==> src/hdl/e2e_p1_pkg.sv <==
// Shared types, codes and the CRC-8 helper for the E2E profile 1 receive checker.
`timescale 1ns / 1ps

package e2e_p1_pkg;

  localparam logic [7:0] CRC_POLY = 8'h1D;

  typedef enum logic [2:0] {
    ST_OK        = 3'd0,
    ST_SOME_LOST = 3'd1,
    ST_REPEATED  = 3'd2,
    ST_WRONG_SEQ = 3'd3,
    ST_WRONG_CRC = 3'd4,
    ST_NO_NEW    = 3'd5,
    ST_INITIAL   = 3'd6
  } status_t;

  typedef enum logic [7:0] {
    REG_CRC_BYTE_POS = 8'd0,
    REG_CNT_BYTE_POS = 8'd1,
    REG_DATA_ID      = 8'd2,
    REG_MAX_DELTA    = 8'd3,
    REG_MAX_NO_NEW   = 8'd4,
    REG_CRC_START    = 8'd5,
    REG_CRC_XOR_OUT  = 8'd6
  } reg_idx_t;

  // One byte of an MSB-first CRC-8, no reflection.
  function automatic logic [7:0] crc8_update(input logic [7:0] crc, input logic [7:0] b);
    logic [7:0] c;
    c = crc ^ b;
    for (int i = 0; i < 8; i++) begin
      c = c[7] ? ({c[6:0], 1'b0} ^ CRC_POLY) : {c[6:0], 1'b0};
    end
    return c;
  endfunction

endpackage

==> src/hdl/e2e_profile1_receive_check.sv <==
// E2E profile 1 receive checker: byte-wise CRC-8 check and counter classification.
`timescale 1ns / 1ps
//
// Bytes of a protected message enter on the in_ stream, one request per byte,
// with in_tlast on the final byte. A request with in_tuser set is a no-data
// event instead of a byte; its in_tdata is ignored. Each message end and each
// no-data event yields one result request on the out_ stream carrying the
// check status, the accumulated lost-message count and the received counter.
// Registers are written on the cfg_ port (index, 16-bit data) while the block
// is idle; the user must keep to this, as the block does not enforce it.
// Unknown indexes are ignored. Each request is processed in the cycle it is
// accepted, and its result is held in the output register from the next cycle.
// One byte is taken every cycle while in_tready is high; the rate is set by
// the single CRC-8 byte step feeding the result register. Bytes are taken
// whenever the output register is free or being emptied, whether or not they
// produce a result; otherwise in_tready drops until the waiting result is taken.
// Reset restores the register defaults, clears all counters, sets the status
// to initial and drops any partially received message.
module e2e_profile1_receive_check #(
  parameter int COUNTER_MAX   = 14,
  parameter int MAX_MSG_BYTES = 256
) (
  input  logic        clk,
  input  logic        rst_n,
  input  logic        in_tvalid,
  output logic        in_tready,
  input  logic [7:0]  in_tdata,   // [7:0] data_byte
  input  logic        in_tuser,   // [0] cmd: set for a no-data event
  input  logic        in_tlast,
  output logic        out_tvalid,
  input  logic        out_tready,
  output logic [23:0] out_tdata,  // [2:0] status, [18:3] lost_count,
                                  // [22:19] received_counter, [23] zero
  input  logic        cfg_valid,
  output logic        cfg_ready,
  input  logic [7:0]  cfg_index,
  input  logic [15:0] cfg_data
);
  import e2e_p1_pkg::*;

  localparam int IDX_W = (MAX_MSG_BYTES > 2) ? $clog2(MAX_MSG_BYTES) : 1;
  localparam int CMP_W = (IDX_W > 8) ? IDX_W : 8;
  localparam logic [IDX_W-1:0] LAST_IDX = IDX_W'(MAX_MSG_BYTES - 1);
  localparam logic signed [5:0] CNT_WRAP = 6'(COUNTER_MAX + 1);

  // Configuration registers.
  logic [7:0]  crc_byte_pos_r, crc_byte_pos_nxt;
  logic [7:0]  cnt_byte_pos_r, cnt_byte_pos_nxt;
  logic [15:0] data_id_r, data_id_nxt;
  logic [3:0]  max_delta_r, max_delta_nxt;
  logic [7:0]  max_no_new_r, max_no_new_nxt;
  logic [7:0]  crc_start_r, crc_start_nxt;
  logic [7:0]  crc_xor_out_r, crc_xor_out_nxt;
  logic [7:0]  id_crc_r, id_crc_nxt;

  // Checker state.
  logic [IDX_W-1:0] byte_index_r, byte_index_nxt;
  logic [7:0]  running_crc_r, running_crc_nxt;
  logic [7:0]  captured_crc_r, captured_crc_nxt;
  logic [3:0]  captured_cnt_r, captured_cnt_nxt;
  logic [3:0]  last_good_cnt_r, last_good_cnt_nxt;
  logic        awaiting_first_r, awaiting_first_nxt;
  status_t     held_status_r, held_status_nxt;
  logic [15:0] lost_total_r, lost_total_nxt;
  logic [7:0]  no_new_cnt_r, no_new_cnt_nxt;

  logic        out_tvalid_r, out_tvalid_nxt;
  logic [23:0] out_tdata_r, out_tdata_nxt;

  logic        in_acc;
  logic        first_byte, at_crc, at_cnt, msg_end, crc_bad;
  logic [7:0]  crc_in, crc_step, crc_final, cap_crc, nn_inc;
  logic [3:0]  cap_cnt;
  logic [CMP_W-1:0] idx_ext, crc_pos_ext, cnt_pos_ext;
  logic signed [5:0] delta;

  assign in_tready  = !out_tvalid_r || out_tready;
  assign in_acc     = in_tvalid && in_tready;
  assign cfg_ready  = 1'b1;
  assign out_tvalid = out_tvalid_r;
  assign out_tdata  = out_tdata_r;

  // Register writes; the DataID CRC is refreshed from the values being written
  // so that it is ready for the very next byte.
  always_comb begin
    crc_byte_pos_nxt = crc_byte_pos_r;
    cnt_byte_pos_nxt = cnt_byte_pos_r;
    data_id_nxt      = data_id_r;
    max_delta_nxt    = max_delta_r;
    max_no_new_nxt   = max_no_new_r;
    crc_start_nxt    = crc_start_r;
    crc_xor_out_nxt  = crc_xor_out_r;
    if (cfg_valid) begin
      unique case (cfg_index)
        REG_CRC_BYTE_POS: crc_byte_pos_nxt = cfg_data[7:0];
        REG_CNT_BYTE_POS: cnt_byte_pos_nxt = cfg_data[7:0];
        REG_DATA_ID:      data_id_nxt      = cfg_data;
        REG_MAX_DELTA:    max_delta_nxt    = cfg_data[3:0];
        REG_MAX_NO_NEW:   max_no_new_nxt   = cfg_data[7:0];
        REG_CRC_START:    crc_start_nxt    = cfg_data[7:0];
        REG_CRC_XOR_OUT:  crc_xor_out_nxt  = cfg_data[7:0];
        default: ;
      endcase
    end
    if (!rst_n) begin
      crc_byte_pos_nxt = 8'd0;
      cnt_byte_pos_nxt = 8'd1;
      data_id_nxt      = 16'd0;
      max_delta_nxt    = 4'd1;
      max_no_new_nxt   = 8'd1;
      crc_start_nxt    = 8'hFF;
      crc_xor_out_nxt  = 8'hFF;
    end
    id_crc_nxt = crc8_update(crc8_update(crc_start_nxt, data_id_nxt[15:8]), data_id_nxt[7:0])
                 ^ crc_xor_out_nxt;
  end

  always_comb begin
    byte_index_nxt     = byte_index_r;
    running_crc_nxt    = running_crc_r;
    captured_crc_nxt   = captured_crc_r;
    captured_cnt_nxt   = captured_cnt_r;
    last_good_cnt_nxt  = last_good_cnt_r;
    awaiting_first_nxt = awaiting_first_r;
    held_status_nxt    = held_status_r;
    lost_total_nxt     = lost_total_r;
    no_new_cnt_nxt     = no_new_cnt_r;
    out_tvalid_nxt     = out_tvalid_r && !out_tready;
    out_tdata_nxt      = out_tdata_r;

    idx_ext     = CMP_W'(byte_index_r);
    crc_pos_ext = CMP_W'(crc_byte_pos_r);
    cnt_pos_ext = CMP_W'(cnt_byte_pos_r);
    first_byte  = (byte_index_r == '0);
    at_crc      = (idx_ext == crc_pos_ext);
    at_cnt      = (idx_ext == cnt_pos_ext);
    msg_end     = in_tlast || (byte_index_r == LAST_IDX);

    // A new message starts from the DataID segment and forgets captured fields.
    crc_in  = first_byte ? id_crc_r : running_crc_r;
    cap_crc = first_byte ? 8'd0 : captured_crc_r;
    cap_cnt = first_byte ? 4'd0 : captured_cnt_r;

    // The CRC byte itself is skipped and closes the segment before it.
    if (at_crc) begin
      cap_crc  = in_tdata;
      crc_step = first_byte ? crc_in : (crc_in ^ crc_xor_out_r);
    end else begin
      crc_step = crc8_update(crc_in, in_tdata);
    end
    if (at_cnt) begin
      cap_cnt = in_tdata[3:0];
    end

    crc_final = (idx_ext > crc_pos_ext) ? (crc_step ^ crc_xor_out_r) : crc_step;
    crc_bad   = (idx_ext < crc_pos_ext) || (crc_final != cap_crc);

    if ({1'b0, cap_cnt} >= {1'b0, last_good_cnt_r}) begin
      delta = $signed({2'b00, cap_cnt}) - $signed({2'b00, last_good_cnt_r});
    end else begin
      delta = CNT_WRAP - $signed({2'b00, last_good_cnt_r}) + $signed({2'b00, cap_cnt});
    end

    nn_inc = (no_new_cnt_r == 8'hFF) ? no_new_cnt_r : no_new_cnt_r + 8'd1;

    if (in_acc) begin
      if (in_tuser) begin
        no_new_cnt_nxt = nn_inc;
        if (nn_inc >= max_no_new_r) begin
          held_status_nxt = ST_NO_NEW;
        end
        out_tvalid_nxt = 1'b1;
        out_tdata_nxt  = {1'b0, 4'd0, lost_total_r, held_status_nxt};
      end else begin
        captured_crc_nxt = cap_crc;
        captured_cnt_nxt = cap_cnt;
        if (!msg_end) begin
          running_crc_nxt = crc_step;
          byte_index_nxt  = byte_index_r + 1'b1;
        end else begin
          byte_index_nxt  = '0;
          running_crc_nxt = crc_final;
          if (crc_bad) begin
            held_status_nxt = ST_WRONG_CRC;
          end else begin
            no_new_cnt_nxt = 8'd0;
            if (awaiting_first_r) begin
              awaiting_first_nxt = 1'b0;
              last_good_cnt_nxt  = cap_cnt;
              held_status_nxt    = ST_INITIAL;
            end else if (delta == 6'sd0) begin
              held_status_nxt = ST_REPEATED;
            end else if (delta == 6'sd1) begin
              last_good_cnt_nxt = cap_cnt;
              held_status_nxt   = ST_OK;
            end else if (delta > 6'sd1 && delta <= $signed({2'b00, max_delta_r})) begin
              lost_total_nxt    = lost_total_r + 16'(delta[4:0] - 5'd1);
              last_good_cnt_nxt = cap_cnt;
              held_status_nxt   = ST_SOME_LOST;
            end else begin
              held_status_nxt = ST_WRONG_SEQ;
            end
          end
          out_tvalid_nxt = 1'b1;
          out_tdata_nxt  = {1'b0, cap_cnt, lost_total_nxt, held_status_nxt};
        end
      end
    end
  end

  always_ff @(posedge clk) begin
    crc_byte_pos_r <= crc_byte_pos_nxt;
    cnt_byte_pos_r <= cnt_byte_pos_nxt;
    data_id_r      <= data_id_nxt;
    max_delta_r    <= max_delta_nxt;
    max_no_new_r   <= max_no_new_nxt;
    crc_start_r    <= crc_start_nxt;
    crc_xor_out_r  <= crc_xor_out_nxt;
    id_crc_r       <= id_crc_nxt;
    out_tdata_r    <= out_tdata_nxt;
    if (!rst_n) begin
      byte_index_r     <= '0;
      running_crc_r    <= 8'd0;
      captured_crc_r   <= 8'd0;
      captured_cnt_r   <= 4'd0;
      last_good_cnt_r  <= 4'd0;
      awaiting_first_r <= 1'b1;
      held_status_r    <= ST_INITIAL;
      lost_total_r     <= 16'd0;
      no_new_cnt_r     <= 8'd0;
      out_tvalid_r     <= 1'b0;
    end else begin
      byte_index_r     <= byte_index_nxt;
      running_crc_r    <= running_crc_nxt;
      captured_crc_r   <= captured_crc_nxt;
      captured_cnt_r   <= captured_cnt_nxt;
      last_good_cnt_r  <= last_good_cnt_nxt;
      awaiting_first_r <= awaiting_first_nxt;
      held_status_r    <= held_status_nxt;
      lost_total_r     <= lost_total_nxt;
      no_new_cnt_r     <= no_new_cnt_nxt;
      out_tvalid_r     <= out_tvalid_nxt;
    end
  end

endmodule
==> config.mk <==
export PLATFORM = sky130hd
export DESIGN_NAME = e2e_profile1_receive_check
export DESIGN_NICKNAME = d
export VERILOG_FILES = /design/src/hdl/e2e_p1_pkg.sv /design/src/hdl/e2e_profile1_receive_check.sv
export SDC_FILE = /design/constraint.sdc
export NUM_CORES = 1
export LEC_CHECK = 0
export ABC_CLOCK_PERIOD_IN_PS = 11000
export BUFFER_PORTS_ARGS = -buffer_cell sky130_fd_sc_hd__buf_4
export CORE_MARGIN = 5
export CORE_UTILIZATION = 60
export DETAILED_ROUTE_END_ITERATION = 7
export PLACE_DENSITY = 0.79
export SLEW_MARGIN = 20
export SYNTH_ARGS = -nofsm -noshare
export SYNTH_HDL_FRONTEND = slang
export SYNTH_SLANG_ARGS = --single-unit
==> constraint.sdc <==
create_clock -name clk -period 11 [get_ports clk]
set_input_delay 0.55 -clock clk [delete_from_list [all_inputs] [get_ports clk]]
set_output_delay 0.55 -clock clk [all_outputs]
set_load 0.02 [all_outputs]
Word level (Yosys, flattened, before mapping)
Cells that the tools add are included.
- bits in latches: 0
- input port bits: 39
- bits in read-only memories: 0
- output and inout port bits: 27
- RAM bits: 0
- register bits: 152
- memories: 0
- logic and storage cells: 172
- add/sub/neg operators: 7
- magnitude comparators: 6
- muxes and demuxes: 70
- $mul: 0
- bitwise logic cells: 32
- reduce and logical (&&, ||, !) cells: 23
- shift-type cells: 0
- equality and inequality tests: 14
- divide/modulo/power cells: 0
- operator list (cell ; count):
    $mux 8 ; 18
    $mux 16 ; 8
    $mux 5 ; 24
    $not 4->4 ; 24
    $xor 8x8->8 ; 6
    $eq 8x3->1 const B ; 3
    $mux 4 ; 6
    $mux 23 ; 1
    $mux 19 ; 1
    $add 16x16->16 ; 1
    $add 8x1->8 const B ; 2
    $eq 8x2->1 const B ; 2
    $eq 8x8->1 ; 2
    $eq 8x8->1 const B ; 2
    $logic_not 8->1 ; 2
    $mux 3 ; 5
    $reduce_and 2->1 ; 6
    $eq 8x1->1 const B ; 1
    $ge 8x8->1 ; 1
    $gt 8x8->1 ; 1
    $lt 8x8->1 ; 1
    $ne 8x8->1 ; 1
    $add 5x5->6 ; 1
    $eq 6x2->1 const B ; 1
    other kinds (20) ; 32

Longest topological paths before layout
Gate-level depths: netlist (run 1).
- depth in word-level cells: 39
- gate-level depth with buffers: 30
- depth with buffers taken out: 26

Worst setup path before layout (run 1)
Ideal clock, no wire load.
- path type: register to register
- from: register byte_index_r[0]
- to: register out_tdata_r[18], in the netlist out_tdata[18], data pin
- data required time: 10734 ps
- stages on the path, launching flop included: 28
- period minus slack after synthesis: 6381 ps
- arrival time: 6115 ps
- slack: 4619 ps
- library setup time: 266 ps
- path buffers: 3
- cells stage by stage: dfxtp_1 inv_1 ha_1 nor4b_4 buf_6 nand2_1 clkbuf_1 clkbuf_1 and3_1 a31oi_1 inv_1 ha_1 nand2b_1 a2111o_1 and2_0 o21ai_1 xnor2_1 or3_1 nor2_1 ha_1 a21o_1 a21o_1 a21boi_0 nor2_1 o311ai_0 o2bb2ai_1 nor3_1 xor2_1
- RTL lines (what ; line ; RTL):
    start, declared ; e2e_profile1_receive_check.sv:57 ; logic [IDX_W-1:0] byte_index_r, byte_index_nxt;
    start signal, assigned ; e2e_profile1_receive_check.sv:233 ; byte_index_r <= byte_index_nxt;
    $logic_not 8->1 ; e2e_profile1_receive_check.sv:134 ; first_byte = (byte_index_r == '0);
    $mux 4 ; e2e_profile1_receive_check.sv:142 ; cap_cnt = first_byte ? 4'd0 : captured_cnt_r;
    $mux 4 (*) ; e2e_profile1_receive_check.sv:151 ; if (at_cnt) begin
    named net cap_cnt[0] ; e2e_profile1_receive_check.sv:73 ; logic [3:0] cap_cnt;
    $add 5x5->6, or another cell as far along ; e2e_profile1_receive_check.sv:161 ; delta = CNT_WRAP - $signed({2'b00, last_good_cnt_r}) + $signed({2'b00, cap_cnt});
    $mux 6 (*) ; e2e_profile1_receive_check.sv:158 ; if ({1'b0, cap_cnt} >= {1'b0, last_good_cnt_r}) begin
    $sub 5x1->6, or another cell as far along ; e2e_profile1_receive_check.sv:197 ; lost_total_nxt = lost_total_r + 16'(delta[4:0] - 5'd1);
    $add 16x16->16 / $logic_and 1x1->1 (equally long branches) ; e2e_profile1_receive_check.sv:197, e2e_profile1_receive_check.sv:196 ;
    $mux 16 ; e2e_profile1_receive_check.sv:196 ; end else if (delta > 6'sd1 && delta <= $signed({2'b00, max_delta_r})) begin
    $mux 16 ; e2e_profile1_receive_check.sv:193 ; end else if (delta == 6'sd1) begin
    $mux 16 (*) ; e2e_profile1_receive_check.sv:191 ; end else if (delta == 6'sd0) begin
    $mux 16 (*) ; e2e_profile1_receive_check.sv:187 ; if (awaiting_first_r) begin
    $mux 16 (*) ; e2e_profile1_receive_check.sv:183 ; if (crc_bad) begin
    $mux 23 (*) ; e2e_profile1_receive_check.sv:177 ; if (!msg_end) begin
    $mux 19 (*) ; e2e_profile1_receive_check.sv:167 ; if (in_tuser) begin
    end signal, assigned ; e2e_profile1_receive_check.sv:220 ; out_tdata_r <= out_tdata_nxt;
    end, declared ; e2e_profile1_receive_check.sv:68 ; logic [23:0] out_tdata_r, out_tdata_nxt;
Mark *: on every way through the listed nets, which the timed path passes. The rest lies on a longest branch. The select of a mux whose other input is x is not followed.
A chain may end at the register's enable or synchronous reset.

Worst setup path after layout (run 1)
- from: register byte_index_r[0]
- to: register out_tdata_r[17], in the netlist out_tdata[17], data pin
Same word-level chain as after synthesis.

==> results of run 1 <==
[layer usage]
metal / share of wire / vias up / routed length (microns) / global-route usage
met2: 0.45 / 255 / 9710 / 0.378
met1: 0.48 / 3521 / 10400 / 0.353
li1: - / 3690 / - / -
met4: 0.020 / 0 / 438 / 0.0803
met5: 0 / - / 0 / 0
met3: 0.056 / 40 / 1220 / 0.0466
[per-stage QoR]
step / utilization / cell area (sq um) / hold WS (ns) / setup slack [ns] / power (mW)
3_5_place_dp: 0.648 / 9860 / 0.458 / 3.44 / 0.909
5_1_grt: 0.688 / 10500 / 0.405 / 2.55 / 1.57
4_1_cts: 0.688 / 10500 / 0.385 / 3.31 / 1.51
2_1_floorplan: - / 9330 / 0.435 / 4.62 / 0.836
6_report: 0.688 / 10500 / 0.404 / 3.27 / 1.51
3_3_place_gp: 0.648 / 9860 / 0.446 / 3.75 / 0.904
[worst max-delay path by stage]
stage,startpoint,slack [ns],end,cells after the start
final,byte_index_r[0],3.27,out_tdata[17],23
after global routing,byte_index_r[0],2.55,out_tdata[17],23
after CTS,byte_index_r[0],3.31,out_tdata[17],23
after detailed placement,byte_index_r[0],3.44,out_tdata[17],23
after global placement,byte_index_r[0],3.75,out_tdata[18],24
after floorplan,byte_index_r[0],4.62,out_tdata[18],27
[power by group through the flow]
stage	combinational [mW]	clock [mW]	sequential [mW]
after floorplan	0.233	0	0.603
after global placement	0.307	0	0.597
after detailed placement	0.312	0	0.597
after CTS	0.316	0.611	0.585
after global routing	0.349	0.633	0.587
final	0.318	0.602	0.585
[state kept, by name, summed over array words and instances (netlist names), 3 cells and up]
register and count:
crc_xor_out_r 8, no_new_cnt_r 8, data_id_r 16, id_crc_r 8, running_crc_r 8, out_tdata 23, max_delta_r 4, captured_cnt_r 4
lost_total_r 16, max_no_new_r 8, cnt_byte_pos_r 8, captured_crc_r 8, crc_byte_pos_r 8, last_good_cnt_r 4, byte_index_r 8, crc_start_r 8
held_status_r 3
[synth_stat cells, drive strengths merged, types with 3 or more instances]
cell / count / area share
a22oi: 8 / 0.0064
nor2: 108 / 0.045
o21a: 10 / 0.0082
a21o: 14 / 0.011
mux2: 16 / 0.019
and2: 8 / 0.0054
xnor3: 6 / 0.014
nand2: 119 / 0.048
a211oi: 9 / 0.0072
o211ai: 8 / 0.0064
o31ai: 3 / 0.0024
a31oi: 8 / 0.0060
xnor2: 75 / 0.071
nor2b: 6 / 0.0040
buf: 13 / 0.0097
dfxtp: 129 / 0.28
fa: 3 / 0.0064
a21oi: 49 / 0.026
xor2: 57 / 0.054
a211o: 6 / 0.0056
ha: 43 / 0.058
o21ai: 27 / 0.015
mux2i: 63 / 0.068
edfxtp: 23 / 0.074
or3: 11 / 0.0074
o211a: 5 / 0.0054
clkbuf: 29 / 0.012
nor3: 15 / 0.011
nand3: 35 / 0.020
inv: 39 / 0.016
or2: 4 / 0.0027
nor4: 6 / 0.0056
nand4: 8 / 0.0070
a32o: 5 / 0.0054
or4: 4 / 0.0032
a21boi: 9 / 0.0076
nand2b: 7 / 0.0047
and3: 15 / 0.011
[cell families (layout without fill, tap and decap cells)]
| family | Yosys count | count (layout) | share of synthesized area |
|---|---|---|---|
| mux | 79 | 79 | 0.0869 |
| fa+ha+maj | 48 | 48 | 0.0663 |
| compound gates | 179 | 179 | 0.131 |
| flops | 152 | 152 | 0.351 |
| buf+inv | 82 | 138 | 0.0374 |
| simple gates | 353 | 353 | 0.185 |
| xor+xnor | 139 | 139 | 0.142 |
| other cells | 2 | 2 | 0.000805 |
[cell usage in the layout (no fill, tap or decap), types with 5 or more instances in the layout]
cell         n
a211o_1      6
a21oi_1     49
o21ai_0     21
nand3_1     32
nor3_2       5
mux2_2       6
or3_1       11
nor2_1     105
xnor2_1     74
nor2b_1      6
o211ai_1     8
a22oi_1      8
and3_1      14
nor4_1       5
mux2i_1     63
inv_1       39
a31oi_1      7
and2_1       7
xor2_1      57
o21ai_1      5
nand4_1      7
ha_1        43
dfxtp_1    129
nand2_1    118
o21a_1       9
a211oi_1     9
nand2b_1     7
xnor3_1      6
edfxtp_1    23
clkbuf_16   17
nor3_1      10
a32o_1       5
a21o_1      14
buf_4       66
o211a_1      5
mux2_1      10
[final cells by class]
class,count,share of cell area
inverter,40,0.0144
timing repair buffer,66,0.0474
tap,188,0.0225
sequential,152,0.313
clock buffer,19,0.0424
multi-input combinational,800,0.545
clock inverter,13,0.0150
[worst register-to-register path, stage by stage (launching register included)]
cell      delay (ns)
dfxtp_1         0.35
inv_1           0.10
ha_1            0.18
nor4b_4         0.66
nand2_1         0.65
and3_1          0.38
a31oi_1         0.31
inv_1           0.12
ha_1            0.35
nand2b_1        0.19
a2111o_1        0.48
and2_0          0.25
o21ai_1         0.28
xnor2_1         0.18
or3_1           0.44
nor2_1          0.63
ha_1            0.40
nor2b_1         0.16
o21a_1          0.18
o21ai_0         0.20
a21oi_1         0.15
o41ai_1         0.41
xnor2_1         0.14
mux2_1          0.30
==> summary.md, run 1 <==
### Timing
* 0.336 — Max transition margin
* no — RSZ-0062 raised after global routing
* 0 — Final Slew Violations
* 129 MHz — achievable frequency
* 0 ns — setup tns final
* 7.73 ns — clock period minus final worst setup slack
* 0.703 — final critical-path share of the clock period
* 0 — final setup vio count
* 0 — Final Hold Violating Endpoints
* 0.00752 ns — final clock skew
* 0.987 ns — actual slew at the worst max-slew pin

### Clocking
* 4 — deepest level of the CTS H-tree
* 0.07 ns — clock-pin slew on the worst setup and hold paths
* 0.43 ns — Skew-Pair Late Insertion Delay
* 0 — post-cts sizing count
* 0 — Hold Buf Count CTS
* 17 — Inserted Clock Buffers
* 0 — post-CTS setup-driven buffer insertion count
* 2 — Max clock buf depth
* clkbuf_16 — clk root buf
* 152 — clock sink count
* done — TritonCTS clock tree

### Cells and area
* 0 — antenna cells
* 0.123 — fraction of layout instances using a drive strength above 1
* 1228 — number of fillers in the final layout
* 5700 sq um — combined area of the multi-input logic cells
* 3270 sq um — sequential cell area
* 1162 — number of nets at the end of the flow
* 12.1% — Area growth, synth to finish
* 1278 — Final Instance Count excl. Fillers

### Detailed routing
* 5.87 — via count normalized by instance count
* 7506 — routed vias
* 17.0 microns — Routed wire per std cell
* 21800 microns — total wirelength of the detailed-routed design
* 490 — detailed router's first-iteration violation count
* 0 — Routed Antenna Nets
* 0 — DRC violation count after routing
* 5 — first-pass iteration count of the detailed router

### Min path
* data_id_r[12] — destination of the worst hold path
* 3 — cell count of the worst hold path
* input port to flop — HP Class
* cfg_data[12] — Hold Crit Start

### Synth
* 0 — Syn. warnings
* 152 — number of register bits inferred by synthesis
* 9330 sq um — Synth Cell Area
* 9.02 sq um — Avg Cell Area, Syn
* dfxtp_1 — most used flip-flop cell after synthesis
* 84 — Yosys cell types
* 1119 — net count after synthesis
* 1034 — gate count after technology mapping
* 0.351 — register area share after synthesis
* 0 — async set or reset register ratio after synthesis
* 23 — number of flops mapped to enable cells by yosys

### Critical path
* 3.27 ns — setup slack, reg-to-reg
* flop — startpoint types
* byte_index_r[0] — Crit Reg-Reg Startpoint
* simple AND/OR/NAND/NOR gates — cell family with the largest share of critical-path delay
* ha_1 — most frequent cell on the critical path
* nor4b_4 — CP max stage cell
* inv_1 > ha_1 > nor4b_4 > nand2_1 > and3_1 > a31oi_1 > inv_1 > ha_1 > nand2b_1 > a2111o_1 > and2_0 > o21ai_1 > xnor2_1 > or3_1 > nor2_1 > ha_1 > nor2b_1 > o21a_1 > o21ai_0 > a21oi_1 > o41ai_1 > xnor2_1 > mux2_1 — cells along the critical path
* 23 — R2R depth
* 22 — maximum fanout encountered on the critical timing path
* flop — Critical Path Sink Type
* 11.18 ns — data required time at the worst endpoint
* 7.91 ns — data arrival time of the worst path
* 0.66 ns — longest individual stage delay on the worst path
* flop to flop — Critical Setup Path Class
* 2 — worst path buffer plus inverter count
* out_tdata[17] — RR Endpoint

### Die
* 66 — count of boundary I/O pins
* 135 microns — die extent in y
* 135 microns — horizontal extent of the die
* 0.613 — initial standard-cell utilization of the core
* 15200 sq um — core outline area
* 45 — number of standard-cell rows in the floorplan
* 18100 sq um — DIE AREA

### Power
* 4.69 nW — P_leak
* 144 nW/um^2 — power density cells
* 0.389 — sequential share of power
* 0.295 — switching power share of the total
* 1.06 mW — internal cell power
* 0.120 mV — VDD IR-drop max
* 0.400 — proportion of power drawn by the clock network
* 0.445 mW — NetSw
* 0.211 — portion of total power attributed to combinational logic

### Place
* 1246 — cell count after placement
* 0.949 — weighted congestion at the end of routability-driven global placement
* 63 — Port Buffers
* 15700 microns — detailed placement HPWL

### Global routing
* 7068 — vias in the first global route
* 0.247 — Tot GR Track Use
* 0 — initial antenna violation count
* 36200 microns — first-pass GRT wire length
* 50 — largest net degree at the start of global routing
* 0 — leftover overflow at the end of global routing

### Outcome
* completed — outcome

### Run
* 0 — max_cap viols

(Power assumes the default switching activity.)
==> inputs of run 2 (changes only) <==
--- a/config.mk
+++ b/config.mk
@@ -5,7 +5,7 @@
 export SDC_FILE = /design/constraint.sdc
 export NUM_CORES = 1
 export LEC_CHECK = 0
-export ABC_CLOCK_PERIOD_IN_PS = 11000
+export ABC_CLOCK_PERIOD_IN_PS = 7700
 export BUFFER_PORTS_ARGS = -buffer_cell sky130_fd_sc_hd__buf_4
 export CORE_MARGIN = 5
 export CORE_UTILIZATION = 60
==> constraint.sdc (replaced) <==
create_clock -name clk -period 7.7 [get_ports clk]
set_input_delay 0.385 -clock clk [delete_from_list [all_inputs] [get_ports clk]]
set_output_delay 0.385 -clock clk [all_outputs]
set_load 0.02 [all_outputs]
==> summary.md, run 2 (synthesis gave the netlist of run 1 again) <==
### Place
* 15300 microns — detailed placement HPWL, -2.5%
* 9890 sq um — post-detailed-placement cell area, +0.30%
* 1250 — cell count after placement, +0.32%
* 63 — Port Buffers, unchanged
* 0.889 — weighted congestion at the end of routability-driven global placement, -6.3%

### Cells and area
* 1166 — number of nets at the end of the flow, +0.34%
* 10500 sq um — final standard cell area without fillers, about the same
* 129 x dfxtp_1, 118 x nand2_1, 105 x nor2_1 — most used cells in the layout excluding fill and tap cells
* 12.1% — Area growth, synth to finish, about the same
* 1203 — number of fillers in the final layout, -2.0%
* 1282 — Final Instance Count excl. Fillers, +0.31%
* 0 — antenna cells, unchanged
* 5710 sq um — combined area of the multi-input logic cells, about the same
* 0.126 — fraction of layout instances using a drive strength above 1, +0.00321
* dfxtp_1 — most common cell after layout, fill and taps aside
* 3270 sq um — sequential cell area, unchanged
* 23 — max FFs per register, unchanged

### Power
* 0.168 mV — VDD IR-drop max, +41%
* 4.68 nW — P_leak, -0.11%
* 200 nW/um^2 — power density cells, +39%

### Die
* 135 microns — horizontal extent of the die, unchanged
* 135 microns — die extent in y, unchanged
* 66 — count of boundary I/O pins, unchanged
* 45 — number of standard-cell rows in the floorplan, unchanged
* 15200 sq um — core outline area, unchanged
* 0.613 — initial standard-cell utilization of the core, unchanged
* 18100 sq um — DIE AREA, unchanged

### Clocking
* 0.06 ns — clock-pin slew on the worst setup and hold paths, about the same
* 0 — post-CTS setup-driven buffer insertion count, unchanged
* done — TritonCTS clock tree
* 0.43 ns — Skew-Pair Late Insertion Delay, about the same
* 2 — Max clock buf depth, unchanged
* 0 — Hold Buf Count CTS, unchanged
* 152 — clock sink count, unchanged
* 4 — deepest level of the CTS H-tree, unchanged
* 0 — post-cts sizing count, unchanged
* clkbuf_16 — clk root buf
* 17 — Inserted Clock Buffers, unchanged

### Timing
* 145 MHz — achievable frequency, +12%
* 0 — Final Slew Violations, unchanged
* no — RSZ-0062 raised after global routing
* 0 ns — setup tns final, unchanged
* 0.00819 ns — final clock skew, +0.000674 ns
* 0.893 — final critical-path share of the clock period, +0.190
* 0.359 — Max transition margin, +0.0233
* 0 — final setup vio count, unchanged
* 0.952 ns — actual slew at the worst max-slew pin, -0.0346 ns
* 6.88 ns — clock period minus final worst setup slack, -0.852 ns
* 0 — Final Hold Violating Endpoints, unchanged

### Critical path
* 0.59 ns — longest individual stage delay on the worst path, -0.07 ns
* 0.82 ns — setup slack, reg-to-reg, -2.45 ns
* flop — startpoint types
* 8 — maximum fanout encountered on the critical timing path, -64%
* flop to flop — Critical Setup Path Class
* 7.05 ns — data arrival time of the worst path, -0.86 ns
* 7.87 ns — data required time at the worst endpoint, -3.31 ns
* nor4_1 — CP max stage cell
* 1 — worst path buffer plus inverter count, -1
* flop — Critical Path Sink Type
* compound AO/OA/AOI/OAI gates — cell family with the largest share of critical-path delay

### Global routing
* 6985 — vias in the first global route, -1.2%
* 0 — leftover overflow at the end of global routing, unchanged
* 0 — initial antenna violation count, unchanged
* 0.236 — Tot GR Track Use, -0.0106
* 34800 microns — first-pass GRT wire length, -4.0%
* 70 — largest net degree at the start of global routing, +40%

### Detailed routing
* 7449 — routed vias, -0.76%
* 0 — DRC violation count after routing, unchanged
* 16.6 microns — Routed wire per std cell, -2.7%
* 5.81 — via count normalized by instance count, -1.1%
* 495 — detailed router's first-iteration violation count, +1.0%
* 5 — first-pass iteration count of the detailed router, unchanged
* 0 — Routed Antenna Nets, unchanged
* 21200 microns — total wirelength of the detailed-routed design, -2.4%

### Min path
* input port to flop — HP Class

### Run
* 0 — max_cap viols, unchanged

### Outcome
* completed — outcome

## run 2: changes by cell type in the layout (fill, tap and decap cells not counted), sizes merged
cell	delta
clkinvlp	+2
clkbuf	+3
inv	-2
clkinv	-1
bufinv	-2
buf	+4
## run 2: cell type report
cell class / count / area share
Timing Repair Buffer: 70 / 0.0503
Sequential cell: 152 / 0.313
Clock buffer: 22 / 0.0464
Clock inverter: 10 / 0.00766
Inverter: 40 / 0.0144
Multi-Input combinational cell: 800 / 0.546
Tap cell: 188 / 0.0225
## run 2: metrics by stage
step,hold slack [ns],setup slack [ns],utilization,power [mW]
6_report,0.238,0.825,0.688,2.09
5_1_grt,0.242,0.232,0.688,2.18
4_1_cts,0.223,0.853,0.688,2.10
3_5_place_dp,0.463,0.913,0.650,1.30
3_3_place_gp,0.446,1.13,0.650,1.30
2_1_floorplan,0.435,1.32,-,1.19
## run 2: worst register-to-register path: stages, from the launching register on
cell and delay, ns:
dfxtp_1 0.53, xor2_1 0.12, nor4_1 0.59, nand2_1 0.26
and3_1 0.25, a31oi_1 0.29, inv_1 0.11, ha_1 0.34
nand2b_1 0.18, a2111o_1 0.48, and2_0 0.24, o21ai_1 0.25
xnor2_1 0.15, or3_1 0.42, xnor2_1 0.17, ha_1 0.34
a21oi_1 0.15, o21ai_0 0.15, a21o_1 0.21, a21o_1 0.21
a21boi_0 0.30, nor2_1 0.12, o311ai_0 0.37, o2bb2ai_1 0.21
nor3_1 0.09, xor2_1 0.14
## run 2: routing by layer
metal	GRT usage	up-vias	wire length, microns
li1	-	3689	-
met1	0.330	3550	10100
met2	0.381	189	9780
met3	0.0425	21	1140
met4	0.0583	0	244
met5	0	-	0
## run 2: power by group
part	leakage (nW)	internal, mW	switching (mW)
clock	0.274	0.454	0.346
sequential	1.27	0.826	0.0102
combinational	3.14	0.199	0.259
## run 2: worst paths after layout
path                                          from  depth (start not counted)                  to
worst max-delay path               byte_index_r[4]                         25       out_tdata[18]
worst min-delay path                  cfg_data[12]                          3       data_id_r[12]
worst max register to register     byte_index_r[4]                         25       out_tdata[18]
worst min register to register  last_good_cnt_r[2]                          2  last_good_cnt_r[2]
==> inputs of run 3 (changes only) <==
--- a/config.mk
+++ b/config.mk
@@ -10,7 +10,7 @@
 export CORE_MARGIN = 5
 export CORE_UTILIZATION = 60
 export DETAILED_ROUTE_END_ITERATION = 7
-export PLACE_DENSITY = 0.79
+export PLACE_DENSITY_LB_ADDON = 0.2
 export SLEW_MARGIN = 20
 export SYNTH_ARGS = -nofsm -noshare
 export SYNTH_HDL_FRONTEND = slang
==> summary.md, run 3 (synthesis gave the netlist of run 1 again) <==
### Outcome
* completed — outcome

### Critical path
* 7.86 ns — data required time at the worst endpoint, about the same
* 1 — worst path buffer plus inverter count, unchanged
* compound AO/OA/AOI/OAI gates — cell family with the largest share of critical-path delay
* 7.07 ns — data arrival time of the worst path, +0.02 ns
* 25 — R2R depth, unchanged
* flop — Critical Path Sink Type
* out_tdata[18] — RR Endpoint
* nor4_1 — CP max stage cell
* flop to flop — Critical Setup Path Class
* 0.56 ns — longest individual stage delay on the worst path, -0.03 ns
* flop — startpoint types
* 8 — maximum fanout encountered on the critical timing path, unchanged
* 0.79 ns — setup slack, reg-to-reg, -0.04 ns
* byte_index_r[4] — Crit Reg-Reg Startpoint

### Global routing
* 6988 — vias in the first global route, +0.043%
* 0.374 — met2 usage, -0.00695
* 0.0380 — met3 usage in global routing, -0.00447
* 0.338 — GR Layer Usage met1, +0.00738
* 0 — initial antenna violation count, unchanged
* 71 — largest net degree at the start of global routing, +1.4%
* 0 — leftover overflow at the end of global routing, unchanged
* 0.237 — Tot GR Track Use, +0.000312
* 34800 microns — first-pass GRT wire length, +0.12%
* met2 — busiest layer in global routing

### Power
* 0.384 — proportion of power drawn by the clock network, +0.002
* 0.218 — portion of total power attributed to combinational logic, about the same
* 1.48 mW — internal cell power, +0.32%
* 4.68 nW — P_leak, about the same
* 0.170 mV — VDD IR-drop max, +1.1%
* 2.10 mW — sum of internal, switching and leakage power, +0.34%
* 0.294 — switching power share of the total, about the same
* 201 nW/um^2 — power density cells, +0.39%
* 0.617 mW — NetSw, +0.38%
* 0.398 — sequential share of power, about the same

### Timing
* 0.266 — Max transition margin, -0.0929
* 0 — Final Hold Violating Endpoints, unchanged
* no — RSZ-0062 raised after global routing
* 0.247 ns — Worst Hold Slack, +0.00834 ns
* 0.898 — final critical-path share of the clock period, +0.00461
* 0 — final setup vio count, unchanged
* 0.0119 ns — final clock skew, +0.00368 ns
* 1.09 ns — actual slew at the worst max-slew pin, +0.140 ns
* 0 ns — setup tns final, unchanged
* 0 — Final Slew Violations, unchanged
* 145 MHz — achievable frequency, -0.51%
* 6.91 ns — clock period minus final worst setup slack, +0.0355 ns
* 0.789 ns — minimum setup slack in the final design, -0.0355 ns

### Die
* 15200 sq um — core outline area, unchanged
* 0.613 — initial standard-cell utilization of the core, unchanged
* 135 microns — die extent in y, unchanged
* 45 — number of standard-cell rows in the floorplan, unchanged
* 135 microns — horizontal extent of the die, unchanged
* 18100 sq um — DIE AREA, unchanged
* 66 — count of boundary I/O pins, unchanged

### Clocking
* clkbuf_16 — clk root buf
* 0.06 ns — clock-pin slew on the worst setup and hold paths, about the same
* 2 — Max clock buf depth, unchanged
* 0 — post-CTS setup-driven buffer insertion count, unchanged
* 4 — deepest level of the CTS H-tree, unchanged
* 17 — Inserted Clock Buffers, unchanged
* 152 — clock sink count, unchanged
* done — TritonCTS clock tree
* 0 — Hold Buf Count CTS, unchanged
* 0.43 ns — Skew-Pair Late Insertion Delay, about the same
* 0 — post-cts sizing count, unchanged

### Min path
* 3 — cell count of the worst hold path, unchanged
* data_id_r[12] — destination of the worst hold path
* cfg_data[12] — Hold Crit Start
* input port to flop — HP Class

### Cells and area
* 1166 — number of nets at the end of the flow, unchanged
* 0 — antenna cells, unchanged
* 23 — max FFs per register, unchanged
* 1282 — Final Instance Count excl. Fillers, unchanged
* 0.125 — fraction of layout instances using a drive strength above 1, -0.000914
* 129 x dfxtp_1, 118 x nand2_1, 105 x nor2_1 — most used cells in the layout excluding fill and tap cells
* 12.1% — Area growth, synth to finish, about the same
* dfxtp_1 — most common cell after layout, fill and taps aside

### Place
* 0.866 ns — worst slack after detailed placement, -0.0471 ns
* 63 — Port Buffers, unchanged
* 1250 — cell count after placement, unchanged
* 0.940 — weighted congestion at the end of routability-driven global placement, +5.7%
* 15400 microns — detailed placement HPWL, +0.52%

### Detailed routing
* 514 — detailed router's first-iteration violation count, +3.8%
* 16.6 microns — Routed wire per std cell, about the same
* 0 — Routed Antenna Nets, unchanged
* 5.76 — via count normalized by instance count, -0.90%
* 7382 — routed vias, -0.90%
* 0 — DRC violation count after routing, unchanged
* 5 — first-pass iteration count of the detailed router, unchanged
* 21200 microns — total wirelength of the detailed-routed design, about the same

### Run
* 0 — max_cap viols, unchanged

==> run 3: area by class of cell <==
| class | instances | area, sq um |
|---|---|---|
| Clock inverter | 12 | 119 |
| Multi-Input combinational cell | 800 | 5700 |
| Inverter | 40 | 150 |
| Timing Repair Buffer | 70 | 526 |
| Tap cell | 188 | 235 |
| Clock buffer | 20 | 447 |
| Sequential cell | 152 | 3270 |
| Fill cell | 1208 | 4750 |
==> run 3: worst max path at each step <==
stage / startpoint / endpoint / slack (ns) / cells after the start
after floorplan: byte_index_r[0] / out_tdata[18] / 1.32 / 27
after global placement: byte_index_r[4] / out_tdata[17] / 1.11 / 24
after detailed placement: byte_index_r[4] / out_tdata[18] / 0.87 / 25
after CTS: byte_index_r[4] / out_tdata[18] / 0.83 / 25
after global routing: byte_index_r[0] / out_tdata[18] / 0.32 / 27
final: byte_index_r[4] / out_tdata[18] / 0.79 / 25
==> run 3: layer usage <==
layer | part of all wire | up-vias
met5 | 0 | -
met3 | 0.053 | 23
met1 | 0.48 | 3450
met2 | 0.45 | 213
li1 | - | 3696
met4 | 0.012 | 0
==> run 3: through the flow <==
step / util / cell area (sq um)
6_report: 0.688 / 10500
5_1_grt: 0.688 / 10500
4_1_cts: 0.688 / 10500
3_5_place_dp: 0.650 / 9890
3_3_place_gp: 0.650 / 9890
2_1_floorplan: - / 9330
==> run 3: power groups by stage <==
stage / Combinational, mW / Clock, mW / Sequential, mW
after floorplan: 0.333 / 0 / 0.861
after global placement: 0.445 / 0 / 0.853
after detailed placement: 0.450 / 0 / 0.854
after CTS: 0.456 / 0.814 / 0.836
after global routing: 0.502 / 0.847 / 0.838
final: 0.458 / 0.805 / 0.836
==> run 3: worst reg2reg max path, stage by stage (launching register included) <==
cell	delay [ns]
dfxtp_1	0.53
xor2_1	0.13
nor4_1	0.56
nand2_1	0.26
and3_1	0.25
a31oi_1	0.29
inv_1	0.11
ha_1	0.34
nand2b_1	0.18
a2111o_1	0.48
and2_0	0.24
o21ai_1	0.25
xnor2_1	0.17
or3_1	0.43
xnor2_1	0.17
ha_1	0.32
a21oi_1	0.16
o21ai_0	0.18
a21o_1	0.23
a21o_1	0.20
a21boi_0	0.26
nor2_1	0.11
o311ai_0	0.38
o2bb2ai_1	0.21
nor3_1	0.09
xor2_1	0.14
